--- src/rtl/kpcf_pkg.sv ---
package kpcf_pkg;

  localparam int PREFIX_LEN = 4;
  localparam int NUM_BYTES  = 6;
  localparam int MSG_BYTES  = 2 * NUM_BYTES;
  localparam int IDLE_W     = 17;
  localparam logic [IDLE_W-1:0] IDLE_MAX = '1;

  localparam logic [3:0] NUM_KEYS = 4'd12;
  localparam logic [3:0] KEY_STAR = 4'd9;

  typedef logic [7:0] byte_t;

  typedef enum logic {
    ACT_KEY  = 1'b0,
    ACT_TICK = 1'b1
  } action_t;

  typedef enum logic {
    KIND_BEEP  = 1'b0,
    KIND_FRAME = 1'b1
  } kind_t;

  typedef enum logic [1:0] {
    REG_TIMEOUT = 2'd0,
    REG_MIN_LEN = 2'd1,
    REG_MAX_LEN = 2'd2
  } reg_index_t;

  typedef struct packed {
    logic [15:0] timeout_ms;
    logic [3:0]  min_len;
    logic [3:0]  max_len;
  } cfg_t;

  // One command for the back end: up to two frames, then an optional beep.
  typedef struct packed {
    logic [1:0]                 nfr;
    logic [1:0]                 total;
    logic [3:0]                 n0;
    logic [3:0]                 n1;
    logic                       beep;
    logic [NUM_BYTES-1:0][7:0]  fr0;
    logic [NUM_BYTES-1:0][7:0]  fr1;
  } cmd_t;

  typedef struct packed {
    logic                       kind;
    logic [1:0]                 seq;
    logic [1:0]                 total;
    logic [3:0]                 flen;
    logic [NUM_BYTES-1:0][7:0]  bytes;
    logic                       last;
  } res_t;

  function automatic byte_t key_char(logic [3:0] k);
    byte_t c;
    case (k)
      4'd0:    c = "1";
      4'd1:    c = "2";
      4'd2:    c = "3";
      4'd3:    c = "4";
      4'd4:    c = "5";
      4'd5:    c = "6";
      4'd6:    c = "7";
      4'd7:    c = "8";
      4'd8:    c = "9";
      4'd9:    c = "*";
      4'd10:   c = "0";
      4'd11:   c = "#";
      default: c = 8'd0;
    endcase
    return c;
  endfunction

  function automatic byte_t prefix_char(logic [1:0] j);
    byte_t c;
    case (j)
      2'd0:    c = "P";
      2'd1:    c = "I";
      2'd2:    c = "N";
      default: c = ":";
    endcase
    return c;
  endfunction

endpackage

--- src/rtl/kpcf_front.sv ---
module kpcf_front #(
  parameter int MAX_DIGITS        = 8,
  parameter int PAYLOAD_PER_FRAME = 6
) (
  input  logic          clk,
  input  logic          rst,
  input  logic          accept,
  input  logic          action,
  input  logic [3:0]    key_index,
  input  kpcf_pkg::cfg_t cfg,
  output logic          cmd_push,
  output kpcf_pkg::cmd_t cmd
);
  import kpcf_pkg::*;

  localparam int CW    = $clog2(MAX_DIGITS + 1);
  localparam int IW    = (MAX_DIGITS > 1) ? $clog2(MAX_DIGITS) : 1;
  localparam int LW    = $clog2(MAX_DIGITS + PREFIX_LEN + 1);
  localparam int CMPW  = (CW > 4) ? CW : 4;
  localparam int PW    = $clog2(PAYLOAD_PER_FRAME + 1);
  localparam int F0    = (PREFIX_LEN + PAYLOAD_PER_FRAME - 1) / PAYLOAD_PER_FRAME;
  localparam int FILL0 = PREFIX_LEN - (F0 - 1) * PAYLOAD_PER_FRAME;

  logic [CW-1:0]     count;
  logic [IDLE_W-1:0] idle;
  logic [1:0]        frames;
  logic [PW-1:0]     fill;
  byte_t             store [MAX_DIGITS];

  logic              is_tick, key_ok, is_star, append, done, send;
  logic [IW-1:0]     wp;
  byte_t             ch;
  logic [CW-1:0]     count_app;
  logic [1:0]        frames_app;
  logic [PW-1:0]     fill_app;
  logic [IDLE_W-1:0] idle_inc;
  logic [LW-1:0]     len, len_rest;
  logic [MSG_BYTES-1:0][7:0] msg;

  assign is_tick = (action == ACT_TICK);
  assign key_ok  = (key_index < NUM_KEYS);
  assign is_star = (key_index == KEY_STAR);
  assign ch      = key_char(key_index);
  assign wp      = count[IW-1:0];
  assign append  = accept && !is_tick && key_ok && !is_star &&
                   (count < CW'(MAX_DIGITS));

  // The frame count and the fill of the last frame follow each appended digit.
  always_comb begin
    count_app  = count;
    frames_app = frames;
    fill_app   = fill;
    if (append) begin
      count_app = count + CW'(1);
      if (fill == PW'(PAYLOAD_PER_FRAME)) begin
        frames_app = frames + 2'd1;
        fill_app   = PW'(1);
      end else begin
        fill_app = fill + PW'(1);
      end
    end
  end

  assign idle_inc = (idle == IDLE_MAX) ? idle : idle + IDLE_W'(1);

  always_comb begin
    if (is_tick) begin
      done = accept && (idle_inc > IDLE_W'(cfg.timeout_ms));
    end else begin
      done = accept && key_ok &&
             (is_star || (CMPW'(count_app) >= CMPW'(cfg.max_len)) ||
              (count_app >= CW'(MAX_DIGITS)));
    end
  end

  assign send     = (CMPW'(count_app) >= CMPW'(cfg.min_len));
  assign len      = LW'(count_app) + LW'(PREFIX_LEN);
  assign len_rest = len - LW'(PAYLOAD_PER_FRAME);

  // Message image: the prefix, then the stored digits with the new one bypassed in.
  always_comb begin
    for (int j = 0; j < MSG_BYTES; j++) begin
      if (j < PREFIX_LEN) begin
        msg[j] = prefix_char(2'(j));
      end else if (j - PREFIX_LEN < MAX_DIGITS) begin
        if (append && (IW'(j - PREFIX_LEN) == wp)) begin
          msg[j] = ch;
        end else begin
          msg[j] = store[IW'(j - PREFIX_LEN)];
        end
      end else begin
        msg[j] = 8'd0;
      end
    end
  end

  always_comb begin
    cmd       = '0;
    cmd.beep  = !is_tick;
    cmd.total = frames_app;
    if (done && send) begin
      cmd.nfr = (len > LW'(PAYLOAD_PER_FRAME)) ? 2'd2 : 2'd1;
    end
    cmd.n0 = (len > LW'(PAYLOAD_PER_FRAME)) ? 4'(PAYLOAD_PER_FRAME) : 4'(len);
    cmd.n1 = (len_rest > LW'(PAYLOAD_PER_FRAME)) ? 4'(PAYLOAD_PER_FRAME) : 4'(len_rest);
    for (int k = 0; k < NUM_BYTES; k++) begin
      if (k < PAYLOAD_PER_FRAME) begin
        cmd.fr0[k] = msg[k];
        cmd.fr1[k] = msg[PAYLOAD_PER_FRAME + k];
      end
    end
  end

  assign cmd_push = is_tick ? (done && send) : (accept && key_ok);

  always_ff @(posedge clk) begin
    if (rst) begin
      count  <= '0;
      idle   <= '0;
      frames <= 2'(F0);
      fill   <= PW'(FILL0);
    end else if (accept && (is_tick || key_ok)) begin
      idle <= is_tick ? idle_inc : '0;
      if (done) begin
        count  <= '0;
        frames <= 2'(F0);
        fill   <= PW'(FILL0);
      end else begin
        count  <= count_app;
        frames <= frames_app;
        fill   <= fill_app;
      end
    end
  end

  always_ff @(posedge clk) begin
    if (append) begin
      store[wp] <= ch;
    end
  end

endmodule

--- src/rtl/kpcf_cmd_fifo.sv ---
module kpcf_cmd_fifo (
  input  logic           clk,
  input  logic           rst,
  input  logic           push,
  input  kpcf_pkg::cmd_t din,
  output logic           full,
  input  logic           pop,
  output kpcf_pkg::cmd_t dout,
  output logic           empty
);
  import kpcf_pkg::*;

  cmd_t       mem [2];
  logic       wr_ptr, rd_ptr;
  logic [1:0] cnt;

  assign full  = (cnt == 2'd2);
  assign empty = (cnt == 2'd0);
  assign dout  = mem[rd_ptr];

  always_ff @(posedge clk) begin
    if (rst) begin
      wr_ptr <= 1'b0;
      rd_ptr <= 1'b0;
      cnt    <= 2'd0;
    end else begin
      if (push) begin
        wr_ptr <= !wr_ptr;
      end
      if (pop) begin
        rd_ptr <= !rd_ptr;
      end
      cnt <= cnt + 2'(push) - 2'(pop);
    end
  end

  always_ff @(posedge clk) begin
    if (push) begin
      mem[wr_ptr] <= din;
    end
  end

endmodule

--- src/rtl/kpcf_back.sv ---
module kpcf_back (
  input  logic           clk,
  input  logic           rst,
  input  kpcf_pkg::cmd_t cmd,
  input  logic           cmd_valid,
  output logic           cmd_pop,
  output kpcf_pkg::res_t res_out,
  output logic           res_valid,
  input  logic           res_pop
);
  import kpcf_pkg::*;

  logic [1:0]                step;
  logic                      load, is_frame;
  logic [3:0]                n;
  logic [NUM_BYTES-1:0][7:0] fr;
  res_t                      res;

  assign load     = cmd_valid && (!res_valid || res_pop);
  assign is_frame = (step < cmd.nfr);
  assign fr       = step[0] ? cmd.fr1 : cmd.fr0;
  assign n        = step[0] ? cmd.n1 : cmd.n0;

  always_comb begin
    res = '0;
    if (is_frame) begin
      res.kind  = KIND_FRAME;
      res.seq   = step + 2'd1;
      res.total = cmd.total;
      res.flen  = n + 4'd2;
      for (int k = 0; k < NUM_BYTES; k++) begin
        res.bytes[k] = (4'(k) < n) ? fr[k] : 8'd0;
      end
      res.last = (step == cmd.nfr - 2'd1) && !cmd.beep;
    end else begin
      res.kind = KIND_BEEP;
      res.last = 1'b1;
    end
  end

  assign cmd_pop = load && res.last;

  always_ff @(posedge clk) begin
    if (rst) begin
      step      <= 2'd0;
      res_valid <= 1'b0;
    end else if (load) begin
      res_valid <= 1'b1;
      step      <= res.last ? 2'd0 : step + 2'd1;
    end else if (res_pop) begin
      res_valid <= 1'b0;
    end
  end

  always_ff @(posedge clk) begin
    if (load) begin
      res_out <= res;
    end
  end

endmodule

--- src/rtl/keypad_pin_collector_framer.sv ---
// Channel   Direction  Handshake            Payload
// input     in         push / full          action, key_index
// result    out        pop / empty          kind, seq, total, frame_len, byte0..byte5, last
// config    in         wr_en (no wait)      wr_index, wr_data
//
// An input request is taken while full is low; the front end updates the PIN state
// and queues one command for the back end when the request causes results.
// The back end sends one result per cycle from the output register while the
// receiver keeps popping, so a request there yields its frames, then any beep.
// A two-entry command queue lets the front end keep taking requests while the
// result side is stalled; full rises only when that queue holds two commands.
// Reset clears the PIN, the idle counter and the queue, empties the output register,
// and loads the register defaults (timeout 5000 ms, minimum 5, maximum 8).
module keypad_pin_collector_framer #(
  parameter int MAX_DIGITS        = 8,
  parameter int PAYLOAD_PER_FRAME = 6
) (
  input  logic        clk,
  input  logic        rst,
  input  logic        push,
  output logic        full,
  input  logic        action,
  input  logic [3:0]  key_index,
  output logic        empty,
  input  logic        pop,
  output logic        kind,
  output logic [1:0]  seq,
  output logic [1:0]  total,
  output logic [3:0]  frame_len,
  output logic [7:0]  byte0,
  output logic [7:0]  byte1,
  output logic [7:0]  byte2,
  output logic [7:0]  byte3,
  output logic [7:0]  byte4,
  output logic [7:0]  byte5,
  output logic        last,
  input  logic        wr_en,
  input  logic [1:0]  wr_index,
  input  logic [15:0] wr_data
);
  import kpcf_pkg::*;

  cfg_t cfg;
  logic accept;
  logic cmd_push, fifo_full, fifo_empty, cmd_pop, res_valid;
  cmd_t cmd_in, cmd_head;
  res_t res;

  // Configuration registers. Writes to an index past the list are dropped.
  always_ff @(posedge clk) begin
    if (rst) begin
      cfg.timeout_ms <= 16'd5000;
      cfg.min_len    <= 4'd5;
      cfg.max_len    <= 4'd8;
    end else if (wr_en) begin
      case (wr_index)
        REG_TIMEOUT: cfg.timeout_ms <= wr_data;
        REG_MIN_LEN: cfg.min_len    <= wr_data[3:0];
        REG_MAX_LEN: cfg.max_len    <= wr_data[3:0];
        default: ;
      endcase
    end
  end

  // A request is taken whenever the command queue has room, even if this
  // particular request turns out to need no command.
  assign full   = fifo_full;
  assign accept = push && !fifo_full;

  kpcf_front #(
    .MAX_DIGITS        (MAX_DIGITS),
    .PAYLOAD_PER_FRAME (PAYLOAD_PER_FRAME)
  ) u_front (
    .clk       (clk),
    .rst       (rst),
    .accept    (accept),
    .action    (action),
    .key_index (key_index),
    .cfg       (cfg),
    .cmd_push  (cmd_push),
    .cmd       (cmd_in)
  );

  kpcf_cmd_fifo u_fifo (
    .clk   (clk),
    .rst   (rst),
    .push  (cmd_push),
    .din   (cmd_in),
    .full  (fifo_full),
    .pop   (cmd_pop),
    .dout  (cmd_head),
    .empty (fifo_empty)
  );

  kpcf_back u_back (
    .clk       (clk),
    .rst       (rst),
    .cmd       (cmd_head),
    .cmd_valid (!fifo_empty),
    .cmd_pop   (cmd_pop),
    .res_out   (res),
    .res_valid (res_valid),
    .res_pop   (pop)
  );

  // The output register drives the result ports directly.
  assign empty     = !res_valid;
  assign kind      = res.kind;
  assign seq       = res.seq;
  assign total     = res.total;
  assign frame_len = res.flen;
  assign byte0     = res.bytes[0];
  assign byte1     = res.bytes[1];
  assign byte2     = res.bytes[2];
  assign byte3     = res.bytes[3];
  assign byte4     = res.bytes[4];
  assign byte5     = res.bytes[5];
  assign last      = res.last;

`ifndef SYNTHESIS
  a_no_push_when_full: assert property (@(posedge clk) disable iff (rst)
    cmd_push |-> !fifo_full)
    else $error("command queued while the queue is full");

  a_beep_is_last: assert property (@(posedge clk) disable iff (rst)
    (!empty && kind == KIND_BEEP) |-> last)
    else $error("beep result not marked last");

  a_frame_len_range: assert property (@(posedge clk) disable iff (rst)
    (!empty && kind == KIND_FRAME) |->
      (frame_len >= 4'd3 && frame_len <= 4'(PAYLOAD_PER_FRAME + 2)))
    else $error("frame length out of range");

  a_pop_only_from_queue: assert property (@(posedge clk) disable iff (rst)
    cmd_pop |-> !fifo_empty)
    else $error("command popped from an empty queue");
`endif

endmodule

--- config.mk ---
export PLATFORM = sky130hd
export DESIGN_NAME = keypad_pin_collector_framer
export DESIGN_NICKNAME = d
export VERILOG_FILES = /design/src/rtl/kpcf_pkg.sv /design/src/rtl/kpcf_front.sv /design/src/rtl/kpcf_cmd_fifo.sv /design/src/rtl/kpcf_back.sv /design/src/rtl/keypad_pin_collector_framer.sv
export SDC_FILE = /design/constraint.sdc
export NUM_CORES = 1
export LEC_CHECK = 0
export BUFFER_PORTS_ARGS = -buffer_cell sky130_fd_sc_hd__buf_2
export CORE_MARGIN = 2
export CORE_UTILIZATION = 35
export DETAILED_ROUTE_END_ITERATION = 6
export SYNTH_ARGS = -nofsm -noshare
export SYNTH_HDL_FRONTEND = slang
export SYNTH_SLANG_ARGS = --single-unit
export TNS_END_PERCENT = 50
--- constraint.sdc ---
create_clock -name clk -period 18.46 [get_ports clk]
set_input_delay 1.846 -clock clk [delete_from_list [all_inputs] [get_ports clk]]
set_output_delay 1.846 -clock clk [all_outputs]
set_load 0.005 [all_outputs]
# --- After elaboration in Yosys (flattened, before gate mapping) ---
# Memories as Yosys holds them, arrays and structs flattened. A register that Yosys moved wholly into a read port is not among the register bits.
# Index checks and enable logic that the tools add are counted.
# Widths: inputs -> output; s select.
word_totals:
  register_bits: 115
  ram_bits: 218
  mem_bits_ro: 96
  in_bits: 28
  output_inout_bits: 60
  wordCells: 151
  memories: 3
memory_table:
  columns: ["name", "depth", "word_bits", "read_ports", "rd_clocked_by_memory_dff", "wr", "line", "text"]
  rows:
  - ["u_fifo.mem", 2, 77, 1, 1, 1, "kpcf_cmd_fifo.sv:13", "cmd_t mem [2];"]
  - ["(no name shown)", 16, 6, 1, 0, 0, "kpcf_pkg.sv:58", "case (k)"]
  - ["u_front.store", 8, 8, 8, 0, 1, "kpcf_front.sv:28", "byte_t store [MAX_DIGITS];"]
op_classes:
  add_sub_neg: 11
  n_lt_le_gt_ge: 15
  eq_ne: 14
  n_mux: 37
  n_reduce_logical: 48
op_table:
  columns: ["op", "count"]
  rows:
  - ["$mux 8", 8]
  - ["$mux 48", 1]
  - ["$mux 17", 2]
  - ["$logic_and 1x1->1", 21]
  - ["$mux 4", 5]
  - ["$reduce_and 2->1", 10]
  - ["$add 17x1->17 const B", 1]
  - ["$eq 17x17->1 const B", 1]
  - ["$gt 17x16->1", 1]
  - ["$eq 3x3->1 const A", 4]
  - ["$mux 1", 12]
  - ["$mux 2", 6]
  - ["$mux 3", 3]
  - ["$ge 4x4->1", 2]
  - ["$gt 4x3->1 const B", 2]
  - ["$logic_not 1->1", 8]
  - ["$lt 1x4->1 const A", 2]
  - ["$lt 2x4->1 const A", 2]
  - ["$lt 3x4->1 const A", 2]
  - ["$lt 4x4->1 const B", 2]
  - ["$eq 2x3->1 const A", 2]
  - ["$add 2x1->2 const B", 2]
  - ["$add 4x1->4 const B", 1]
  - ["$add 4x2->4 const B", 1]
  - ["18 further kinds", 24]

# --- Longest topological paths before layout ---
depth:
  ltp_word: 17
  ltp_mapped: 20
  depth_no_buf: 19

# --- Hierarchy ---
# From an unflattened synthesis, not the netlist that was laid out.
hier_totals:
  hier_cells: 1199
  area_unflattened_um2: 16996.3
by_module_without_submodules:
  columns: ["mod", "instances", "cells_each", "area_each_um2", "seq_area_each_um2"]
  rows:
  - ["kpcf_cmd_fifo", 1, 360, 8106.5, 6646.4]
  - ["kpcf_front", 1, 510, 4874.7, 1961.9]
  - ["kpcf_back", 1, 225, 2966.6, 1801.7]
  - ["keypad_pin_collector_framer", 1, 104, 1048.5, 480.5]

# --- Least setup slack after synthesis ---
# Ideal clock, no wire load.
synth_timing:
  path_type: "input to register"
  start: "in key_index[2]"
  end: "mem u_fifo.mem[1][0] (netlist bit) (enable)"
  setup_time_ns: 0.487
  arrival_time_ns: 6.728
  required_time_ns: 17.973
  setup_slack_ns: 11.245
  cell_stages: 14
  n_path_buf: 2
  cell_sequence: "buf_4 nand2_4 o211ai_2 nor4_4 buf_2 nand2_1 o21ai_0 inv_1 ha_1 nand2_1 o21ai_0 a21o_1 a21oi_1 nor2b_1"
synth_between:
  elab_chain_cells: 14
  elab_cells_between_ends: 19
  cone_classes: "order compare (4); eq/ne (1); mux (5); reduce/logical (9)"
synth_lines:
  columns: ["item", "line", "text"]
  rows:
  - ["start: declaration", "keypad_pin_collector_framer.sv:23", "input logic [3:0] key_index,"]
  - ["$lt 4x4->1 or $eq 4x4->1 (tied branches)", "kpcf_front.sv:41, kpcf_front.sv:42", null]
  - ["$logic_and 1x1->1 or $logic_not 1->1 (tied branches)", "kpcf_front.sv:45", "assign append = accept && !is_tick && key_ok && !is_star &&"]
  - ["$logic_and 1x1->1 (2 in series)", "kpcf_front.sv:45", null]
  - ["$mux 4", "kpcf_front.sv:53", "if (append) begin"]
  - ["$ge 4x4->1", "kpcf_front.sv:71", "(is_star || (CMPW'(count_app) >= CMPW'(cfg.max_len)) ||"]
  - ["$logic_or 1x1->1 (2 in series)", "kpcf_front.sv:71", null]
  - ["$logic_and 1x1->1", "kpcf_front.sv:70", "done = accept && key_ok &&"]
  - ["$mux 1", "kpcf_front.sv:67", "if (is_tick) begin"]
  - ["$logic_and 1x1->1", "kpcf_front.sv:114", "assign cmd_push = is_tick ? (done && send) : (accept && key_ok);"]
  - ["$mux 1 (*)", "kpcf_front.sv:114", null]
  - ["$mux 1 (*)", "kpcf_cmd_fifo.sv:38", "if (push) begin"]
  - ["$mux 1 (not written as such) (*)", "kpcf_cmd_fifo.sv:39", "mem[wr_ptr] <= din;"]
  - ["end: declaration", "kpcf_cmd_fifo.sv:13", null]
# Mark *: on every way between the ends. The rest lies on a longest branch, timed or not.

# --- Worst setup path after layout ---
layout_timing:
  start: "in key_index[2]"
  end: "reg u_fifo.cnt[1]"
layout_between:
  elab_chain_cells: 14
  elab_cells_between_ends: 19
  cone_classes: "add/sub (2); order compare (4); eq/ne (1); mux (3); reduce/logical (9)"
layout_lines:
  columns: ["item", "line", "text"]
  rows:
  - ["$lt 4x4->1 or $eq 4x4->1 (tied branches)", "kpcf_front.sv:41, kpcf_front.sv:42", null]
  - ["$logic_and 1x1->1 or $logic_not 1->1 (tied branches)", "kpcf_front.sv:45", null]
  - ["$logic_and 1x1->1 (2 in series)", "kpcf_front.sv:45", null]
  - ["$mux 4", "kpcf_front.sv:53", null]
  - ["$ge 4x4->1", "kpcf_front.sv:71", null]
  - ["$logic_or 1x1->1 (2 in series)", "kpcf_front.sv:71", null]
  - ["$logic_and 1x1->1", "kpcf_front.sv:70", null]
  - ["$mux 1", "kpcf_front.sv:67", null]
  - ["$logic_and 1x1->1", "kpcf_front.sv:114", null]
  - ["$mux 1 (*)", "kpcf_front.sv:114", null]
  - ["$add 2x1->2 (*)", "kpcf_cmd_fifo.sv:33", "cnt <= cnt + 2'(push) - 2'(pop);"]
  - ["$sub 2x1->2 (*)", "kpcf_cmd_fifo.sv:33", null]
  - ["end signal: assignment", "kpcf_cmd_fifo.sv:33", null]
  - ["end: declaration", "kpcf_cmd_fifo.sv:15", "logic [1:0] cnt;"]
# Marks and branches as above.
# A chain may end at the register's enable or synchronous reset.

==> results.ini <==
[outcome]
status = completed

[sta]
worst_pin_slew_ps = 1003
finalSetupTns_ps = 0
slew_viol_final = 0
setup_viol = 0
post-route-period-util_pct = 31.56
finalHoldViolations = 0
rsz0062_at_grt = false
period_needed_ps = 5827
fin_hold_ws_ps = 453.6
fin_skew_ps = 12.66
max_freq_mhz = 171.6
max_slew_margin_pct = 32.64

[synthesis]
synthCells = 902
async_reset_ff_share_pct = 0
syn_area_um2 = 12030
yosysMostFrequentCell = edfxtp_1
ys_ff_latch = 277
synth_seq_area_share_pct = 64.31
yosysTopAreaCellShare_pct = 54.66
synth_top_area_cell = edfxtp_1
yosys_warnings = 0
synth.distinct_cells = 61
synth-edff-count = 219
yosys-top-cells-area = edfxtp_1 (55%), dfxtp_1 (9.7%), ha_1 (4.6%), mux2_2 (3.1%), mux4_2 (3.0%)
synthFlopType = edfxtp_1
synthTopCellsByCount = edfxtp_1 (219), nor2_1 (75), nand2_1 (62)
avgSynthCellArea_um2 = 13.34

[power_and_ir_drop]
switching_power_mw = 0.5258
p_int_mw = 1.299
seqPwrFrac_pct = 45.9
power_density_nw_per_um2 = 131.7
peakVddDrop_uv = 79.59
clkPwrFrac_pct = 31.0
power_leakage_nw = 5.026
comb_power_share_pct = 23.1
p_sw_share_pct = 28.82

[clock_tree]
worstSkewPairLatency_ps = 560
cts_root_buffer = clkbuf_16
cts_resized = 0
clkTransAtPathRegs_ps = 60
cts_tree = yes
cts-hold-fix-buffers = 0
clock-sinks = 277
htree_num_levels = 1
cts_buffers = 30
cts_setup_buffers = 0
clk_path_buf_depth = 3

[setup_path]
critPathMaxStageDelay_ps = 850
crit_buf_inv = 3
critPathKind = in2reg
crit_path_max_fanout = 18
cp.depth = 17
end_kind = register
startpoint_type = primary input
crit_start = key_index[2]
critPathSlowestCell = nor4_4
r2r-end = u_fifo.mem[1][67]$_DFFE_PP_
required_ps = 18880
crit_end = u_fifo.cnt[1]$_SDFF_PP0_
r2r_start = u_front.idle[3]$_SDFFE_PP0P_
regToRegSetupSlack_ps = 13630
critPathMostFrequentCell = ha_1
cp_cell_sequence = buf_2 > nand2_4 > o211ai_2 > nor4_4 > mux2i_1 > inv_1 > ha_1 > a21oi_1 > o21ai_0 > a21o_1 > a21oi_1 > ha_1 > inv_1 > ha_1 > xor2_1 > xnor2_1 > nor2_1
cp_top_family = compound AO/OA/AOI/OAI gates
crit_arrival_ps = 6240
reg2regPathDepth = 13

[grt]
grt_pass1_vias = 6957
grtUsageTotal_pct = 13.27
grt_max_degree = 62
grt_antenna_before_repair = 0
grt_pass1_wl_mm = 37.75
gr-total-overflow = 0

[finish]
antennaDiodeCount = 0
syn_to_final_growth_pct = 15.12
num-nets-final = 1063
fin_util_pct = 41.10
n_fill_cell = 3202
drive_gt1_share_pct = 19.31

[drt]
firstDrtPassIters = 7
wl_per_cell_um = 16.38
drc = 0
post_drt_via_cell_ratio = 4.830
vias = 7042
ant_nets = 0
drt_iter0_markers = 463
routed_wl_mm = 23.88

[job]
drv_cap = 0

[placement]
numPortBuffers = 78
gp_congestion = 0.7867
dp_hpwl_mm = 15.63

[floorplan]
ios = 88
die_y_um = 189.4
rows = 67
dieArea_um2 = 35870
die_w_um = 189.4
start_util_pct = 35.70
fp.coreArea_um2 = 33700

[worst_hold_path]
worstHoldPathType = reg2reg

## metal layers
metal | GRT usage (%) | vias to the layer above | wire (µm)
met4 | 2.713 | 0 | 356
met5 | 0 | - | 0
met1 | 17.22 | 3410 | 10770
met3 | 2.206 | 27 | 930
li1 | - | 3471 | -
met2 | 23.39 | 134 | 11820
## sequential cells by signal (all words and copies together) (netlist names), named ones only
signal,flops
cfg,24
u_back.res_out,49
u_back.res_valid,1
u_back.step,2
u_fifo.cnt,2
u_fifo.mem,122
u_fifo.rd_ptr,1
u_fifo.wr_ptr,1
u_front.count,4
u_front.fill,3
u_front.frames,2
u_front.idle,17
u_front.store,48
## layout make-up
cell class | instances | area (µm²) | share of cell area, %
inverter | 48 | 180.2 | 1.301
tap | 448 | 560.5 | 4.047
clock inverter | 18 | 177.7 | 1.283
sequential | 277 | 7739 | 55.87
timing repair buffer | 88 | 465.4 | 3.360
clock buffer | 33 | 762.0 | 5.501
multi-input combinational | 546 | 3966 | 28.64
## power groups by stage
stage	Sequential, mW	Combinational (mW)	Clock (mW)
after detailed placement	0.852	0.433	0
after CTS	0.839	0.435	0.579
after floorplan	0.858	0.274	0
after global routing	0.845	0.473	0.604
after global placement	0.849	0.429	0
final	0.837	0.422	0.566
## kinds of logic (layout without fill, tap and decap cells)
logic type | count (synthesis) | in the layout | share of synthesized area [%]
XOR/XNOR | 25 | 25 | 1.945
other | 1 | 13 | 0.03117
flip-flops | 277 | 277 | 64.31
adder cells (fa/ha/maj) | 44 | 44 | 4.576
multiplexers | 81 | 81 | 8.746
AND/OR/NAND/NOR | 255 | 255 | 10.60
buffers and inverters | 91 | 187 | 3.317
AO/OA/AOI/OAI | 128 | 128 | 6.479
## cell usage in the layout (no fill, tap or decap), types with 7 or more instances in the layout
cell type	n
mux4_2	16
clkbuf_16	30
and3_1	11
mux2_2	33
conb_1	13
nor2b_1	11
o21ai_0	33
or3_1	8
clkinv_1	7
nor3_1	10
buf_2	78
ha_1	44
a211o_1	8
inv_1	47
buf_4	10
nand2_1	62
nand3_1	20
edfxtp_1	219
xnor2_1	18
a21oi_1	51
a31oi_1	8
mux2i_1	32
nor2_1	74
nand4_1	9
dfxtp_1	57
nand2b_1	17
## per-stage QoR
stage	worst slack (ps)	power, mW	cell area [µm²]	instances
floorplan	11250	1.131	12080	914
global route	12170	1.923	13850	1458
CTS	12610	1.852	13850	1458
finish	12630	1.825	13850	1458
detailed placement	12030	1.285	12910	1407
global placement	12170	1.279	12910	1407
## how the worst min path moves through the flow
stage,start,endpoint,cells past startpoint
global placement,cfg[21]$_SDFFE_PP0P_,cfg[21]$_SDFFE_PP0P_,2
finish,cfg[21]$_SDFFE_PP0P_,cfg[21]$_SDFFE_PP0P_,2
global route,cfg[13]$_SDFFE_PP0P_,cfg[13]$_SDFFE_PP0P_,2
detailed placement,cfg[21]$_SDFFE_PP0P_,cfg[21]$_SDFFE_PP0P_,2
floorplan,cfg[10]$_SDFFE_PP0P_,cfg[10]$_SDFFE_PP0P_,2
CTS,cfg[21]$_SDFFE_PP0P_,cfg[21]$_SDFFE_PP0P_,2
## worst register-to-register path, stage by stage (launching register included)
cell and delay [ps]:
dfxtp_1 460, and4_1 380, nand4_1 180, a31oi_1 600
nand4_1 230, xnor2_1 260, ha_1 320, nand3_1 140
nor2_1 80, a31o_2 230, a31oi_1 390, a21oi_1 310
nor2b_4 160, buf_4 630
Note: power is estimated with default switching activity, not from simulation.
